[config.mk]
export PLATFORM = sky130hd
export DESIGN_NAME = circle_point_generator
export DESIGN_NICKNAME = d
export VERILOG_FILES = /design/src/hdl/cpg_pkg.sv /design/src/hdl/cpg_engine.sv /design/src/hdl/circle_point_generator.sv
export SDC_FILE = /design/constraint.sdc
export NUM_CORES = 1
export LEC_CHECK = 0
export ABC_CLOCK_PERIOD_IN_PS = 12550
export BUFFER_PORTS_ARGS = -buffer_cell sky130_fd_sc_hd__buf_2
export CORE_UTILIZATION = 55
export DETAILED_ROUTE_END_ITERATION = 6
export PLACE_DENSITY_LB_ADDON = 0.3
export SLEW_MARGIN = 20
export SYNTH_ARGS = -nofsm -noshare
export SYNTH_HDL_FRONTEND = slang
export SYNTH_SLANG_ARGS = --single-unit
[constraint.sdc]
create_clock -name clock -period 12.55 [get_ports clock]
set_input_delay 1.255 -clock clock [delete_from_list [all_inputs] [get_ports clock]]
set_output_delay 1.255 -clock clock [all_outputs]
set_load 0.03 [all_outputs]
[src/hdl/cpg_pkg.sv]
// Package for the circle point generator: widths, operation and move codes,
// the request and response word types and the quadrant move table.
// Depends on nothing; every other file of the block refers to it by scoped names.
package cpg_pkg;

   // Field widths of the words on both channels.
   localparam int COORD_WIDTH  = 16;
   localparam int RADIUS_WIDTH = 13;

   // The horizontal and vertical terms reach a little over twice the radius,
   // and the error term a few times the radius, each with a sign bit.
   localparam int TERM_WIDTH  = RADIUS_WIDTH + 3;
   localparam int ERROR_WIDTH = RADIUS_WIDTH + 7;

   // The circle is finished when the vertical term runs out in this quadrant.
   localparam logic [1:0] LAST_QUADRANT = 2'd3;

   typedef enum logic {
      OP_START = 1'b0,
      OP_STEP  = 1'b1
   } op_type;

   typedef enum logic [1:0] {
      MOVE_HORIZ = 2'd0,
      MOVE_DIAG  = 2'd1,
      MOVE_VERT  = 2'd2
   } move_type;

   typedef struct packed {
      op_type                          operation;
      logic signed [COORD_WIDTH-1:0]   center_x;
      logic signed [COORD_WIDTH-1:0]   center_y;
      logic        [RADIUS_WIDTH-1:0]  radius;
   } req_type;

   typedef struct packed {
      logic signed [COORD_WIDTH-1:0] point_x;
      logic signed [COORD_WIDTH-1:0] point_y;
      logic                          pen_down;
      logic                          last_point;
      logic                          point_valid;
   } rsp_type;

   typedef struct packed {
      logic signed [1:0] dx;
      logic signed [1:0] dy;
   } delta_type;

   // Pen movement for one move, turned through the current quadrant.
   function automatic delta_type move_delta(input logic [1:0] quad, input move_type mv);
      delta_type d;
      d = '{dx: 2'sd0, dy: 2'sd0};
      case (quad)
         2'd0: begin
            case (mv)
               MOVE_HORIZ: d = '{dx:  2'sd0, dy:  2'sd1};
               MOVE_DIAG:  d = '{dx:  2'sd1, dy:  2'sd1};
               MOVE_VERT:  d = '{dx:  2'sd1, dy:  2'sd0};
               default:    d = '{dx:  2'sd0, dy:  2'sd0};
            endcase
         end
         2'd1: begin
            case (mv)
               MOVE_HORIZ: d = '{dx:  2'sd1, dy:  2'sd0};
               MOVE_DIAG:  d = '{dx:  2'sd1, dy: -2'sd1};
               MOVE_VERT:  d = '{dx:  2'sd0, dy: -2'sd1};
               default:    d = '{dx:  2'sd0, dy:  2'sd0};
            endcase
         end
         2'd2: begin
            case (mv)
               MOVE_HORIZ: d = '{dx:  2'sd0, dy: -2'sd1};
               MOVE_DIAG:  d = '{dx: -2'sd1, dy: -2'sd1};
               MOVE_VERT:  d = '{dx: -2'sd1, dy:  2'sd0};
               default:    d = '{dx:  2'sd0, dy:  2'sd0};
            endcase
         end
         default: begin
            case (mv)
               MOVE_HORIZ: d = '{dx: -2'sd1, dy:  2'sd0};
               MOVE_DIAG:  d = '{dx: -2'sd1, dy:  2'sd1};
               MOVE_VERT:  d = '{dx:  2'sd0, dy:  2'sd1};
               default:    d = '{dx:  2'sd0, dy:  2'sd0};
            endcase
         end
      endcase
      return d;
   endfunction

endpackage

[src/hdl/cpg_engine.sv]
// Circle stepping engine: holds the pen, quadrant and error terms and works
// out the point for one request word in a single pass. Uses cpg_pkg.
// Instantiated by circle_point_generator.
module cpg_engine (
   input  logic             clock,
   input  logic             reset,
   input  logic             accept,
   input  cpg_pkg::req_type req_word,
   output cpg_pkg::rsp_type result
);

   localparam int TEST_WIDTH = cpg_pkg::ERROR_WIDTH + 2;

   logic signed [cpg_pkg::COORD_WIDTH-1:0]  pen_x_ff, pen_x_in;
   logic signed [cpg_pkg::COORD_WIDTH-1:0]  pen_y_ff, pen_y_in;
   logic        [1:0]                       quadrant_ff, quadrant_in;
   logic signed [cpg_pkg::TERM_WIDTH-1:0]   horiz_ff, horiz_in;
   logic signed [cpg_pkg::TERM_WIDTH-1:0]   vert_ff, vert_in;
   logic signed [cpg_pkg::ERROR_WIDTH-1:0]  error_ff, error_in;
   logic        [cpg_pkg::RADIUS_WIDTH-1:0] radius_ff, radius_in;
   logic                                    active_ff, active_in;

   logic signed [cpg_pkg::TERM_WIDTH-1:0]   start_vert;
   logic signed [cpg_pkg::TERM_WIDTH-1:0]   turn_vert;
   logic signed [cpg_pkg::ERROR_WIDTH:0]    twice_err;
   logic signed [TEST_WIDTH-1:0]            test_horiz;
   logic signed [TEST_WIDTH-1:0]            test_vert;
   cpg_pkg::move_type                       move;
   cpg_pkg::delta_type                      delta;
   logic signed [cpg_pkg::TERM_WIDTH-1:0]   horiz_step;
   logic signed [cpg_pkg::TERM_WIDTH-1:0]   vert_step;
   logic signed [cpg_pkg::TERM_WIDTH-1:0]   horiz_moved;
   logic signed [cpg_pkg::TERM_WIDTH-1:0]   vert_moved;
   logic signed [cpg_pkg::ERROR_WIDTH-1:0]  error_moved;
   logic signed [cpg_pkg::COORD_WIDTH-1:0]  step_x;
   logic signed [cpg_pkg::COORD_WIDTH-1:0]  step_y;

   // Fresh vertical term, twice the radius less one, for a new circle and a new quadrant.
   assign start_vert = $signed({2'b00, req_word.radius, 1'b0}) - cpg_pkg::TERM_WIDTH'(1);
   assign turn_vert  = $signed({2'b00, radius_ff, 1'b0}) - cpg_pkg::TERM_WIDTH'(1);

   // Move choice from sign tests on the doubled error term.
   assign twice_err  = $signed({error_ff, 1'b0});
   assign test_horiz = TEST_WIDTH'(twice_err) + TEST_WIDTH'(horiz_ff);
   assign test_vert  = TEST_WIDTH'(twice_err) - TEST_WIDTH'(vert_ff);

   always_comb begin
      if (twice_err < 0) begin
         move = (test_horiz < 0) ? cpg_pkg::MOVE_VERT : cpg_pkg::MOVE_DIAG;
      end else begin
         move = (test_vert >= 0) ? cpg_pkg::MOVE_HORIZ : cpg_pkg::MOVE_DIAG;
      end
   end

   assign horiz_step = horiz_ff + cpg_pkg::TERM_WIDTH'(2);
   assign vert_step  = vert_ff - cpg_pkg::TERM_WIDTH'(2);

   // Term updates for the chosen move.
   always_comb begin
      case (move)
         cpg_pkg::MOVE_VERT: begin
            horiz_moved = horiz_ff;
            vert_moved  = vert_step;
            error_moved = error_ff + cpg_pkg::ERROR_WIDTH'(vert_step);
         end
         cpg_pkg::MOVE_HORIZ: begin
            horiz_moved = horiz_step;
            vert_moved  = vert_ff;
            error_moved = error_ff - cpg_pkg::ERROR_WIDTH'(horiz_step);
         end
         default: begin
            horiz_moved = horiz_step;
            vert_moved  = vert_step;
            error_moved = error_ff + cpg_pkg::ERROR_WIDTH'(vert_step)
                          - cpg_pkg::ERROR_WIDTH'(horiz_step);
         end
      endcase
   end

   // Pen position after the move, wrapping at the coordinate width.
   assign delta  = cpg_pkg::move_delta(quadrant_ff, move);
   assign step_x = pen_x_ff + cpg_pkg::COORD_WIDTH'(delta.dx);
   assign step_y = pen_y_ff + cpg_pkg::COORD_WIDTH'(delta.dy);

   // Next state and the response word for the item at the input.
   always_comb begin
      pen_x_in    = pen_x_ff;
      pen_y_in    = pen_y_ff;
      quadrant_in = quadrant_ff;
      horiz_in    = horiz_ff;
      vert_in     = vert_ff;
      error_in    = error_ff;
      radius_in   = radius_ff;
      active_in   = active_ff;
      result      = '0;

      if (req_word.operation == cpg_pkg::OP_START) begin
         radius_in   = req_word.radius;
         pen_x_in    = req_word.center_x - cpg_pkg::COORD_WIDTH'(req_word.radius);
         pen_y_in    = req_word.center_y;
         quadrant_in = 2'd0;
         horiz_in    = cpg_pkg::TERM_WIDTH'(1);
         vert_in     = start_vert;
         error_in    = cpg_pkg::ERROR_WIDTH'(start_vert) - cpg_pkg::ERROR_WIDTH'(1);
         active_in   = (req_word.radius != '0);
         result.point_x     = pen_x_in;
         result.point_y     = pen_y_in;
         result.pen_down    = 1'b0;
         result.last_point  = (req_word.radius == '0);
         result.point_valid = 1'b1;
      end else if (active_ff) begin
         pen_x_in = step_x;
         pen_y_in = step_y;
         horiz_in = horiz_moved;
         vert_in  = vert_moved;
         error_in = error_moved;
         result.point_x     = step_x;
         result.point_y     = step_y;
         result.pen_down    = 1'b1;
         result.point_valid = 1'b1;
         // Vertical term spent: next quadrant, or the circle is closed.
         if (vert_moved < 0) begin
            if (quadrant_ff == cpg_pkg::LAST_QUADRANT) begin
               active_in         = 1'b0;
               result.last_point = 1'b1;
            end else begin
               quadrant_in = quadrant_ff + 2'd1;
               horiz_in    = cpg_pkg::TERM_WIDTH'(1);
               vert_in     = turn_vert;
               error_in    = cpg_pkg::ERROR_WIDTH'(turn_vert) - cpg_pkg::ERROR_WIDTH'(1);
            end
         end
      end
   end

   // State registers, updated only when a word is taken.
   always_ff @(posedge clock) begin
      if (reset) begin
         pen_x_ff    <= '0;
         pen_y_ff    <= '0;
         quadrant_ff <= 2'd0;
         horiz_ff    <= cpg_pkg::TERM_WIDTH'(1);
         vert_ff     <= -cpg_pkg::TERM_WIDTH'(1);
         error_ff    <= '0;
         radius_ff   <= '0;
         active_ff   <= 1'b0;
      end else if (accept) begin
         pen_x_ff    <= pen_x_in;
         pen_y_ff    <= pen_y_in;
         quadrant_ff <= quadrant_in;
         horiz_ff    <= horiz_in;
         vert_ff     <= vert_in;
         error_ff    <= error_in;
         radius_ff   <= radius_in;
         active_ff   <= active_in;
      end
   end

endmodule

[src/hdl/circle_point_generator.sv]
// Top level of the circle point generator: the stepping engine followed by
// a two-word output buffer. Uses cpg_pkg and cpg_engine.
//
//   channel  ports                           direction  word
//   request  req_valid, req_stall, req_word  in         cpg_pkg::req_type
//   response rsp_valid, rsp_stall, rsp_word  out        cpg_pkg::rsp_type
//
// Every request word gives one response word, held in the output or skid register.
// A new word can be taken in every cycle while req_stall is low; the engine state updates in
// the same cycle as the word is taken.
// A stalled response is held; a second word goes to the skid register, and
// req_stall rises only while both registers are full.
// Synchronous reset empties the buffer and leaves the generator idle.
module circle_point_generator (
   input  logic             clock,
   input  logic             reset,
   input  logic             req_valid,
   output logic             req_stall,
   input  cpg_pkg::req_type req_word,
   output logic             rsp_valid,
   input  logic             rsp_stall,
   output cpg_pkg::rsp_type rsp_word
);

   logic             req_take;
   logic             rsp_take;
   cpg_pkg::rsp_type engine_word;

   cpg_pkg::rsp_type out_word_ff;
   logic             out_valid_ff;
   cpg_pkg::rsp_type skid_word_ff;
   logic             skid_valid_ff;

   assign req_stall = skid_valid_ff;
   assign req_take  = req_valid && !req_stall;
   assign rsp_take  = out_valid_ff && !rsp_stall;
   assign rsp_valid = out_valid_ff;
   assign rsp_word  = out_word_ff;

   cpg_engine u_engine (
      .clock    (clock),
      .reset    (reset),
      .accept   (req_take),
      .req_word (req_word),
      .result   (engine_word)
   );

   // Output register with a skid register behind it.
   always_ff @(posedge clock) begin
      if (reset) begin
         out_valid_ff  <= 1'b0;
         skid_valid_ff <= 1'b0;
      end else if (skid_valid_ff) begin
         if (rsp_take) begin
            out_word_ff   <= skid_word_ff;
            skid_valid_ff <= 1'b0;
         end
      end else if (req_take) begin
         if (!out_valid_ff || rsp_take) begin
            out_word_ff  <= engine_word;
            out_valid_ff <= 1'b1;
         end else begin
            skid_word_ff  <= engine_word;
            skid_valid_ff <= 1'b1;
         end
      end else if (rsp_take) begin
         out_valid_ff <= 1'b0;
      end
   end

endmodule

After elaboration in Yosys (flattened, before gate mapping) --
Index checks and enable logic that the tools add are counted.
Cells by class: add/subtract/negate cells 15, $mul 0, divide/modulo/power cells 0, $lt $le $gt $ge 4, equal/unequal tests 10, shifts and indexed selects 0, mux-type cells 50, bitwise gates (word level) 4, reduce and logical (&&, ||, !) cells 19
Operators by type and width (number):
- two-way mux 16 bit | 14
- two-way mux 35 bit | 6
- two-way mux 20 bit | 4
- case mux 20 bit (2 select lines) | 1
- subtractor 20 x 16 -> 20 bit | 2
- case mux 4 bit (3 select lines) | 3
- adder 16 x 2 -> 16 bit | 2
- subtractor 15 x 2 -> 16 bit, second input constant | 2
- subtractor 14 x 1 -> 15 bit, second input constant | 2
- adder 21 x 16 -> 22 bit | 1
- greater-or-equal comparator 22 x 1 -> 1 bit, second input constant | 1
- less-than comparator 22 x 1 -> 1 bit, second input constant | 1
- subtractor 21 x 16 -> 22 bit | 1
- less-than comparator 21 x 1 -> 1 bit, second input constant | 1
- adder 20 x 16 -> 20 bit | 1
- case mux 3 bit (3 select lines) | 2
- adder 16 x 3 -> 16 bit, second input constant | 1
- less-than comparator 16 x 1 -> 1 bit, second input constant | 1
- subtractor 16 x 13 -> 16 bit | 1
- subtractor 16 x 3 -> 16 bit, second input constant | 1
- two-way mux 1 bit | 14
- zero test 13 bit | 1
- nonzero test 13 bit | 1
- two-way mux 2 bit | 6
- 14 further kinds | 32
Word-level totals: flip-flop bits (word level) 172, latch bits 0, RAM bits 0, bits in read-only memories 0, input bits 50, output and inout port bits 37, logic and storage cells 122, memories 0

Logic depth before layout (Yosys ltp) --
Gate-level depths: netlist (run 1).
word-level depth 13, gate-level depth with buffers 25, gate-level depth less buffers 24

Cells and area by module --
Synthesis (run 1) repeated with hierarchy kept, for this count alone.
Second synthesis, totals: cell total of the unflattened synthesis 1542, area, all modules 13125.1 sq um
By module, submodules not included:
- cpg_engine | times used 1, cells each 1420, area an instance 10496.3 sq um, sequential area each 1981.9 sq um
- circle_point_generator | times used 1, cells each 122, area an instance 2628.8 sq um, sequential area each 2142.1 sq um

Worst setup path before layout (run 1) --
No wires, ideal clock.
path type register to register, from register u_engine.vert_ff[15] (netlist name), to register out_word_ff, in the netlist rsp_word[15] (data pin), library setup time 260 ps, data arrival time 5275 ps, data required time 12290 ps, path slack 7015 ps, cell stages (with the launch flop) 20, path buffers 1, clock period less this slack 5535 ps, path through dfxtp_1 -> clkbuf_1 -> inv_1 -> ha_1 -> a21o_1 -> a2111o_1 -> a22o_1 -> nor2_1 -> a22oi_1 -> nor2_1 -> ha_1 -> a21oi_1 -> o21ai_0 -> o21ba_2 -> o41ai_1 -> o211ai_1 -> xor2_1 -> mux2_2 -> and2_1 -> mux2_2
RTL lines:
- start: declaration | RTL line cpg_engine.sv:18 | logic signed [cpg_pkg::TERM_WIDTH-1:0] vert_ff, vert_in;
- start signal: assignment | RTL line cpg_engine.sv:143 | vert_ff <= -cpg_pkg::TERM_WIDTH'(1);
- start signal: assignment | RTL line cpg_engine.sv:152 | vert_ff <= vert_in;
- end signal: assignment | RTL line circle_point_generator.sv:55 | out_word_ff <= skid_word_ff;
- end signal: assignment | RTL line circle_point_generator.sv:60 | out_word_ff <= engine_word;
- end: declaration | RTL line circle_point_generator.sv:29 | cpg_pkg::rsp_type out_word_ff;

==> results by group, run 1 <==
Global routing
  – Met3 GRT Util: 0.0479
  – GRT busiest layer: met2
  – Vias in the first global route: 11,300
  – First-pass GRT wire length: approximately 56,000 um
  – Global Route met2 Usage: 0.481
  – Final global-route overflow total: 0
  – Met1 GRT Util: 0.381
  – Gr usage total: 0.291
  – Pin count of the biggest net entering global routing: between 60 and 70
  – Antenna violations before repair: 0

Floorplanning
  – Area of the core: 23,500 um2
  – IO Pins: 87
  – Die ar.: 24,600 um2
  – # rows: 56
  – Initial Util: 0.562
  – Die Ht: between 150 and 200 um
  – Die width: between 150 and 200 um

Worst setup path
  – Crit-path max FO: 16
  – Family with the most delay on the worst path: compound AO/OA/AOI/OAI gates
  – Worst setup EP type: register
  – Max stage delay on crit path: roughly 0.54 ns
  – WP data required: between 10 and 15 ns
  – Crit path buffers/inverters: 1
  – Setup CP Type: reg -> reg
  – Arr. time, crit path: 6.44 ns
  – Startpoint types: register
  – Critical Path, Cell by Cell: ha_1 -> a2111oi_0 -> a21oi_1 -> nor2b_1 -> nand2_1 -> a22oi_1 -> nor2_1 -> buf_4 -> a311o_1 -> ha_1 -> fa_1 -> a21oi_1 -> o21ai_0 -> o21ba_2 -> o41ai_1 -> o211ai_1 -> xor2_1 -> mux2_2 -> and2_1 -> mux2_2
  – R2R cell count: 20
  – Slowest stage cell, crit path: o41ai_1
  – Critical path depth: 20

Logic synthesis
  – Yosys top cell area share: 0.159
  – Synth Flop Type: dfxtp_1
  – Synth area leaders: edfxtp_1 (16%), dfxtp_1 (15%), ha_1 (12%)
  – Seq/Total Area, Yosys: 0.313
  – Cells after synthesis: approximately 1,600
  – Mapped Nets: 1,751
  – Unique cell type count in the Yosys netlist: 79
  – Syn_area_per_cell: 8.41 um2
  – Synth Register Bits: between 150 and 200
  – Number of synthesized flops with an enable pin: 70
  – Cell taking the most area after synthesis: edfxtp_1
  – Synthesized cell area: 13,200 um2
  – FFs w/ async S/R, synth: 0
  – Syn. warnings: 0

Clock tree
  – CTS Buf Count: 17
  – CTS sink cnt: approximately 170
  – Clock latency on the worst-skew pair: around 0.44 ns
  – Clock Tree Root: clkbuf_16
  – # resized after CTS: 0
  – CTS tree: done
  – H-tree depth: 4
  – Clock Tree Buf Depth: 2
  – Hold_buf cts: 0
  – Clk pin slew, worst setup/hold paths: 0.08 ns
  – # Post-CTS Setup Buffers: 0

Drt
  – Vias per std cell: a little over 6
  – Final WL: 35,200 um
  – Vias: ~12,000
  – Drt pass-1 iters: 5
  – DRT antenna net count: 0
  – Wirelength per Cell: 18.0 um
  – Iter 0 DRT Violations: roughly 1,000
  – DRC: 0

Layout
  – Design area: between 10,000 and 15,000 um2
  – Nets: 1,810
  – Layout filler cell count: between 2,000 and 2,500
  – Final cell count without fillers: approximately 2,000
  – Synth-to-layout area growth: 10.1%
  – Layout cell share with drive strength beyond 1: 0.117
  – Register area: 4130 um2
  – Antenna cells: 0
  – Area of the multi-input gates: 8590 um2

Placed design
  – Port bufs: 86
  – Hpwl dp: 25,700 um
  – Cell Area, Placed: between 10,000 and 15,000 um2
  – Inst Count DP: slightly below 2,000
  – Placer's final routability congestion estimate: about 0.94

Worst hold path
  – Hold crit path type: reg -> reg
  – Worst hold path depth: 2

Timing
  – Fin crit period: ~6.2 ns
  – Slew headroom: 0.314
  – Fmax: about 160 MHz
  – Setup violators final: 0
  – Period utilization: 0.498
  – Hold slack: approximately 0.47 ns
  – RSZ-0062 raised after global routing: no
  – Setup Skew: between 0.01 and 0.015 ns
  – Final Max Slew Viols: 0
  – Worst-Margin Slew: 1.03 ns
  – Total Neg Setup Slack: 0 ns
  – Fin. Hold Viols: 0

Status
  – Status: finished clean

Flow run
  – Max-cap violations: 0

Pwr
  – VDD IR max: roughly 0.000087 V
  – Tot Pwr: roughly 1.9 mW
  – Power density over cell area: 132 nW/um2
  – P_leak: 6.14 nW
==> Yosys cell counts (14+ instances only) <==
cell,instances
nor2_1,143
and2_1,18
o21ai_0,111
dfxtp_1,101
a22oi_1,15
a31oi_1,23
xor2_1,52
nand2b_1,16
nor3_1,29
a211oi_1,23
ha_1,128
inv_1,67
clkbuf_1,47
and3_1,15
a21oi_1,118
nand2_1,181
o211ai_1,17
xnor2_1,82
mux2_2,33
nor2b_1,14
a21o_1,22
edfxtp_1,70
nand3_1,35
o21a_1,15
==> worst min-delay path, stage by stage, from the launching register on <==
cell and delay [ns]:
dfxtp_1 0.32, nand2_1 0.05, a21oi_1 0.05
==> cell usage in the layout (no fill, tap or decap), types with 22 or more instances in the layout <==
cell type    n
nand2_1    180
nor2_1     141
ha_1       128
a21oi_1    118
o21ai_0    111
dfxtp_1    100
buf_2       86
xnor2_1     82
edfxtp_1    70
inv_1       67
xor2_1      52
nand3_1     35
mux2_2      33
nor3_1      28
a211oi_1    23
a31oi_1     23
a21o_1      22
==> registers in the layout, summed over array words and instances (netlist names) <==
register              cells
req_stall                 1
rsp_valid                 1
rsp_word                 35
skid_word_ff             35
u_engine.active_ff        1
u_engine.error_ff        20
u_engine.horiz_ff        15
u_engine.pen_x_ff        16
u_engine.pen_y_ff        16
u_engine.quadrant_ff      2
u_engine.radius_ff       13
u_engine.vert_ff         16
==> layer usage <==
layer,vias to the layer above,part of all wire
li1,5821,-
met1,5639,0.43
met2,437,0.47
met3,72,0.074
met4,0,0.026
met5,-,0
==> layout make-up <==
| cell class | count | area share |
|---|---|---|
| inverter | 69 | 0.0178 |
| clock buffer | 17 | 0.0293 |
| clock inverter | 15 | 0.0116 |
| timing repair buffer | 102 | 0.0379 |
| multi-input combinational | 1266 | 0.592 |
| sequential | 171 | 0.284 |
| tap | 319 | 0.0275 |
==> kinds of logic after synthesis <==
kind of cell,Yosys count,synth area share
compound gates,446,0.219
xor+xnor,134,0.0890
fa+ha+maj,133,0.129
buf+inv,131,0.0383
flops,171,0.313
mux,41,0.0343
simple gates,512,0.178
==> per-stage QoR <==
stage | setup WS [ns] | util
2_1_floorplan | 7.02 | -
3_3_place_gp | 6.65 | 0.593
3_5_place_dp | 6.42 | 0.593
4_1_cts | 6.34 | 0.618
5_1_grt | 5.88 | 0.618
6_report | 6.30 | 0.618
==> final timing paths <==
kind / start / end / slack, ns
worst max-delay path: u_engine.horiz_ff[15] / rsp_word[15] / 6.30
worst min-delay path: u_engine.pen_x_ff[13] / u_engine.pen_x_ff[13] / 0.47
worst max register to register: u_engine.horiz_ff[15] / rsp_word[15] / 6.30
worst min register to register: u_engine.pen_x_ff[13] / u_engine.pen_x_ff[13] / 0.47
==> power breakdown <==
group | switching [mW] | internal (mW)
clock network | 0.266 | 0.269
logic | 0.450 | 0.295
registers | 0.0299 | 0.612
total | 0.746 | 1.18
Note: power is estimated with default switching activity, not from simulation.
==> inputs of run 2 (changes only) <==
Settings changed: ABC_CLOCK_PERIOD_IN_PS 12550 to 5600.
Clock period 12.55 ns to 5.6 ns, I/O delays scaled along.
==> run 2 against run 1 <==
Effect of this change: design area increased by 1.6%; combinational power increased by 130%; non-clock buffer count increased by 24; clock-buffer cell count unchanged; routed wire length increased by 0.54%; power increased by 130%; fmax increased by 20%; first-iteration DRC count decreased by 3.3%; sequential share of layout area decreased by 0.44 points; worst setup slack got worse by 5.9 ns; sequential power increased by 120%; clock skew increased by 0.0043 ns; largest power group unchanged.
==> results by group, run 2 (synthesis gave the netlist of run 1 again) <==
Worst hold path
  – Hold crit path type: in -> reg
  – HP Start: req_word[3]

Pwr
  – VDD IR max: 0.000176 V (+100%)
  – P_leak: 6.28 nW (+2.2%)
  – Tot Pwr: 4.39 mW (+130%)
  – Power density over cell area: 297 nW/um2 (+120%)

Floorplanning
  – Die Ht: 157 um (unchanged)
  – Die width: 157 um (unchanged)
  – # rows: 56 (unchanged)
  – IO Pins: 87 (unchanged)
  – Initial Util: 0.562 (unchanged)
  – Die ar.: 24,600 um2 (unchanged)
  – Area of the core: 23,500 um2 (unchanged)

Placed design
  – Hpwl dp: 26,200 um (+2.0%)
  – Placer's final routability congestion estimate: 0.969 (+3.2%)
  – Inst Count DP: 1,951 (+1.2%)
  – Port bufs: 86 (unchanged)

Worst setup path
  – Setup crit start: u_engine.vert_ff[15]
  – Startpoint types: register
  – WP data required: 5.80 ns (-6.94 ns)
  – Setup CP Type: reg -> reg
  – Arr. time, crit path: 5.39 ns (-1.05 ns)
  – Reg-to-reg startpoint: u_engine.vert_ff[15]
  – Crit-path max FO: 8 (-8)
  – Worst setup EP type: register

Timing
  – Final Max Slew Viols: 0 (unchanged)
  – Setup violators final: 0 (unchanged)
  – Fin. Hold Viols: 0 (unchanged)
  – Fmax: 192 MHz (+20%)
  – Slew headroom: 0.304 (-0.00956)
  – Setup Skew: 0.0178 ns (+0.00425 ns)
  – Period utilization: 0.928 (+0.430)
  – Hold slack: 0.379 ns (-0.0875 ns)
  – Fin crit period: 5.20 ns (-1.05 ns)
  – Worst-Margin Slew: 1.04 ns (+0.0143 ns)

Clock tree
  – # resized after CTS: 0 (unchanged)
  – # Post-CTS Setup Buffers: 0 (unchanged)
  – Clock Tree Buf Depth: 2 (unchanged)
  – Clock latency on the worst-skew pair: 0.44 ns (about the same)
  – Hold_buf cts: 0 (unchanged)
  – H-tree depth: 4 (unchanged)
  – CTS sink cnt: 171 (unchanged)
  – Clock Tree Root: clkbuf_16
  – CTS tree: done
  – CTS Buf Count: 17 (unchanged)
  – Clk pin slew, worst setup/hold paths: 0.08 ns (about the same)

Layout
  – Antenna cells: 0 (unchanged)
  – Nets: 1,834 (+1.3%)
  – Area of the multi-input gates: 8610 um2 (+0.28%)
  – Layout filler cell count: 2,028 (-0.29%)
  – Most frequent cells in the layout: nand2_1 (179), nor2_1 (140), ha_1 (128), a21oi_1 (118), o21ai_0 (111)
  – Final cell count without fillers: 1,983 (+1.2%)
  – Register area: 4130 um2 (about the same)
  – Synth-to-layout area growth: 11.9%
  – Most common cell after layout, fill and taps aside: nand2_1
  – Fin util: 0.628 (+0.00986)
  – Layout cell share with drive strength beyond 1: 0.133 (+0.0163)

Status
  – Status: finished clean

Global routing
  – Gr usage total: 0.295 (+0.00454)
  – Antenna violations before repair: 0 (unchanged)
  – Final global-route overflow total: 0 (unchanged)
  – First-pass GRT wire length: 57,200 um (+1.4%)
  – Met1 GRT Util: 0.399 (+0.0182)
  – Global Route met2 Usage: 0.480 (-0.00106)
  – GRT busiest layer: met2
  – Pin count of the biggest net entering global routing: 63 (-1.6%)
  – Vias in the first global route: 11,400 (+1.1%)
  – Met3 GRT Util: 0.0474 (-0.000554)

Drt
  – Vias: 12,000 (+0.50%)
  – Vias per std cell: 6.07 (-0.72%)
  – DRT antenna net count: 0 (unchanged)
  – Drt pass-1 iters: 6 (+1)
  – DRC: 0 (unchanged)
  – Iter 0 DRT Violations: 1,012 (-3.3%)
  – Final WL: 35,400 um (+0.54%)
  – Wirelength per Cell: 17.9 um (-0.68%)

Flow run
  – Max-cap violations: 0 (unchanged)
run 2: changes by cell type in the layout (fill, tap and decap cells not counted), sizes merged:
cell    before  now
buf        102  126
bufinv       0    1
clkinv       8    6
inv         75   76
run 2: final timing paths:
kind | end | slack (ns) | depth (start not counted)
hold reg to reg | u_engine.pen_x_ff[13] | 0.47 | 2
hold / removal | u_engine.radius_ff[3] | 0.38 | 3
setup reg to reg | rsp_word[31] | 0.40 | 19
setup / recovery | rsp_word[31] | 0.40 | 19
run 2: final cells by class:
class	count	share of cell area
well taps	319	0.0271
clock inverters	15	0.0132
multi-input cells	1266	0.584
repair buffers	126	0.0496
clock buffers	17	0.0289
inverters	69	0.0176
flip-flops and latches	171	0.280
run 2: power by group:
group          internal [mW]  leakage [nW]  switching (mW)
clock                  0.650         0.300           0.607
sequential              1.37          1.49          0.0620
combinational          0.688          4.49            1.01
run 2: critical path, stage by stage, from the launching register on:
cell and delay, ns:
dfxtp_1 0.46, inv_1 0.21, ha_1 0.33, a21o_1 0.16, a2111o_1 0.42, a22oi_1 0.29, nand2_1 0.22, o32ai_1 0.36
ha_1 0.32, inv_1 0.08, fa_1 0.38, nor2b_1 0.17, o21a_1 0.14, o21ai_0 0.14, nand2_1 0.13, a311oi_1 0.14
o21ai_0 0.38, xnor2_1 0.19, o22ai_1 0.14, mux2_2 0.30
run 2: layer usage:
| metal | wire, um | vias to the layer above |
|---|---|---|
| li1 | - | 5871 |
| met1 | 15900 | 5654 |
| met2 | 16400 | 442 |
| met3 | 2470 | 62 |
| met4 | 723 | 0 |
| met5 | 0 | - |
run 2: per-stage QoR:
step                      setup TNS [ns]  area, um2  worst slack, ns
after detailed placement               0      14100            0.288
after floorplan                        0      13200           0.0650
after global routing             -0.0307      14700          -0.0184
after CTS                              0      14700            0.226
final                                  0      14700            0.404
after global placement                 0      14100            0.353
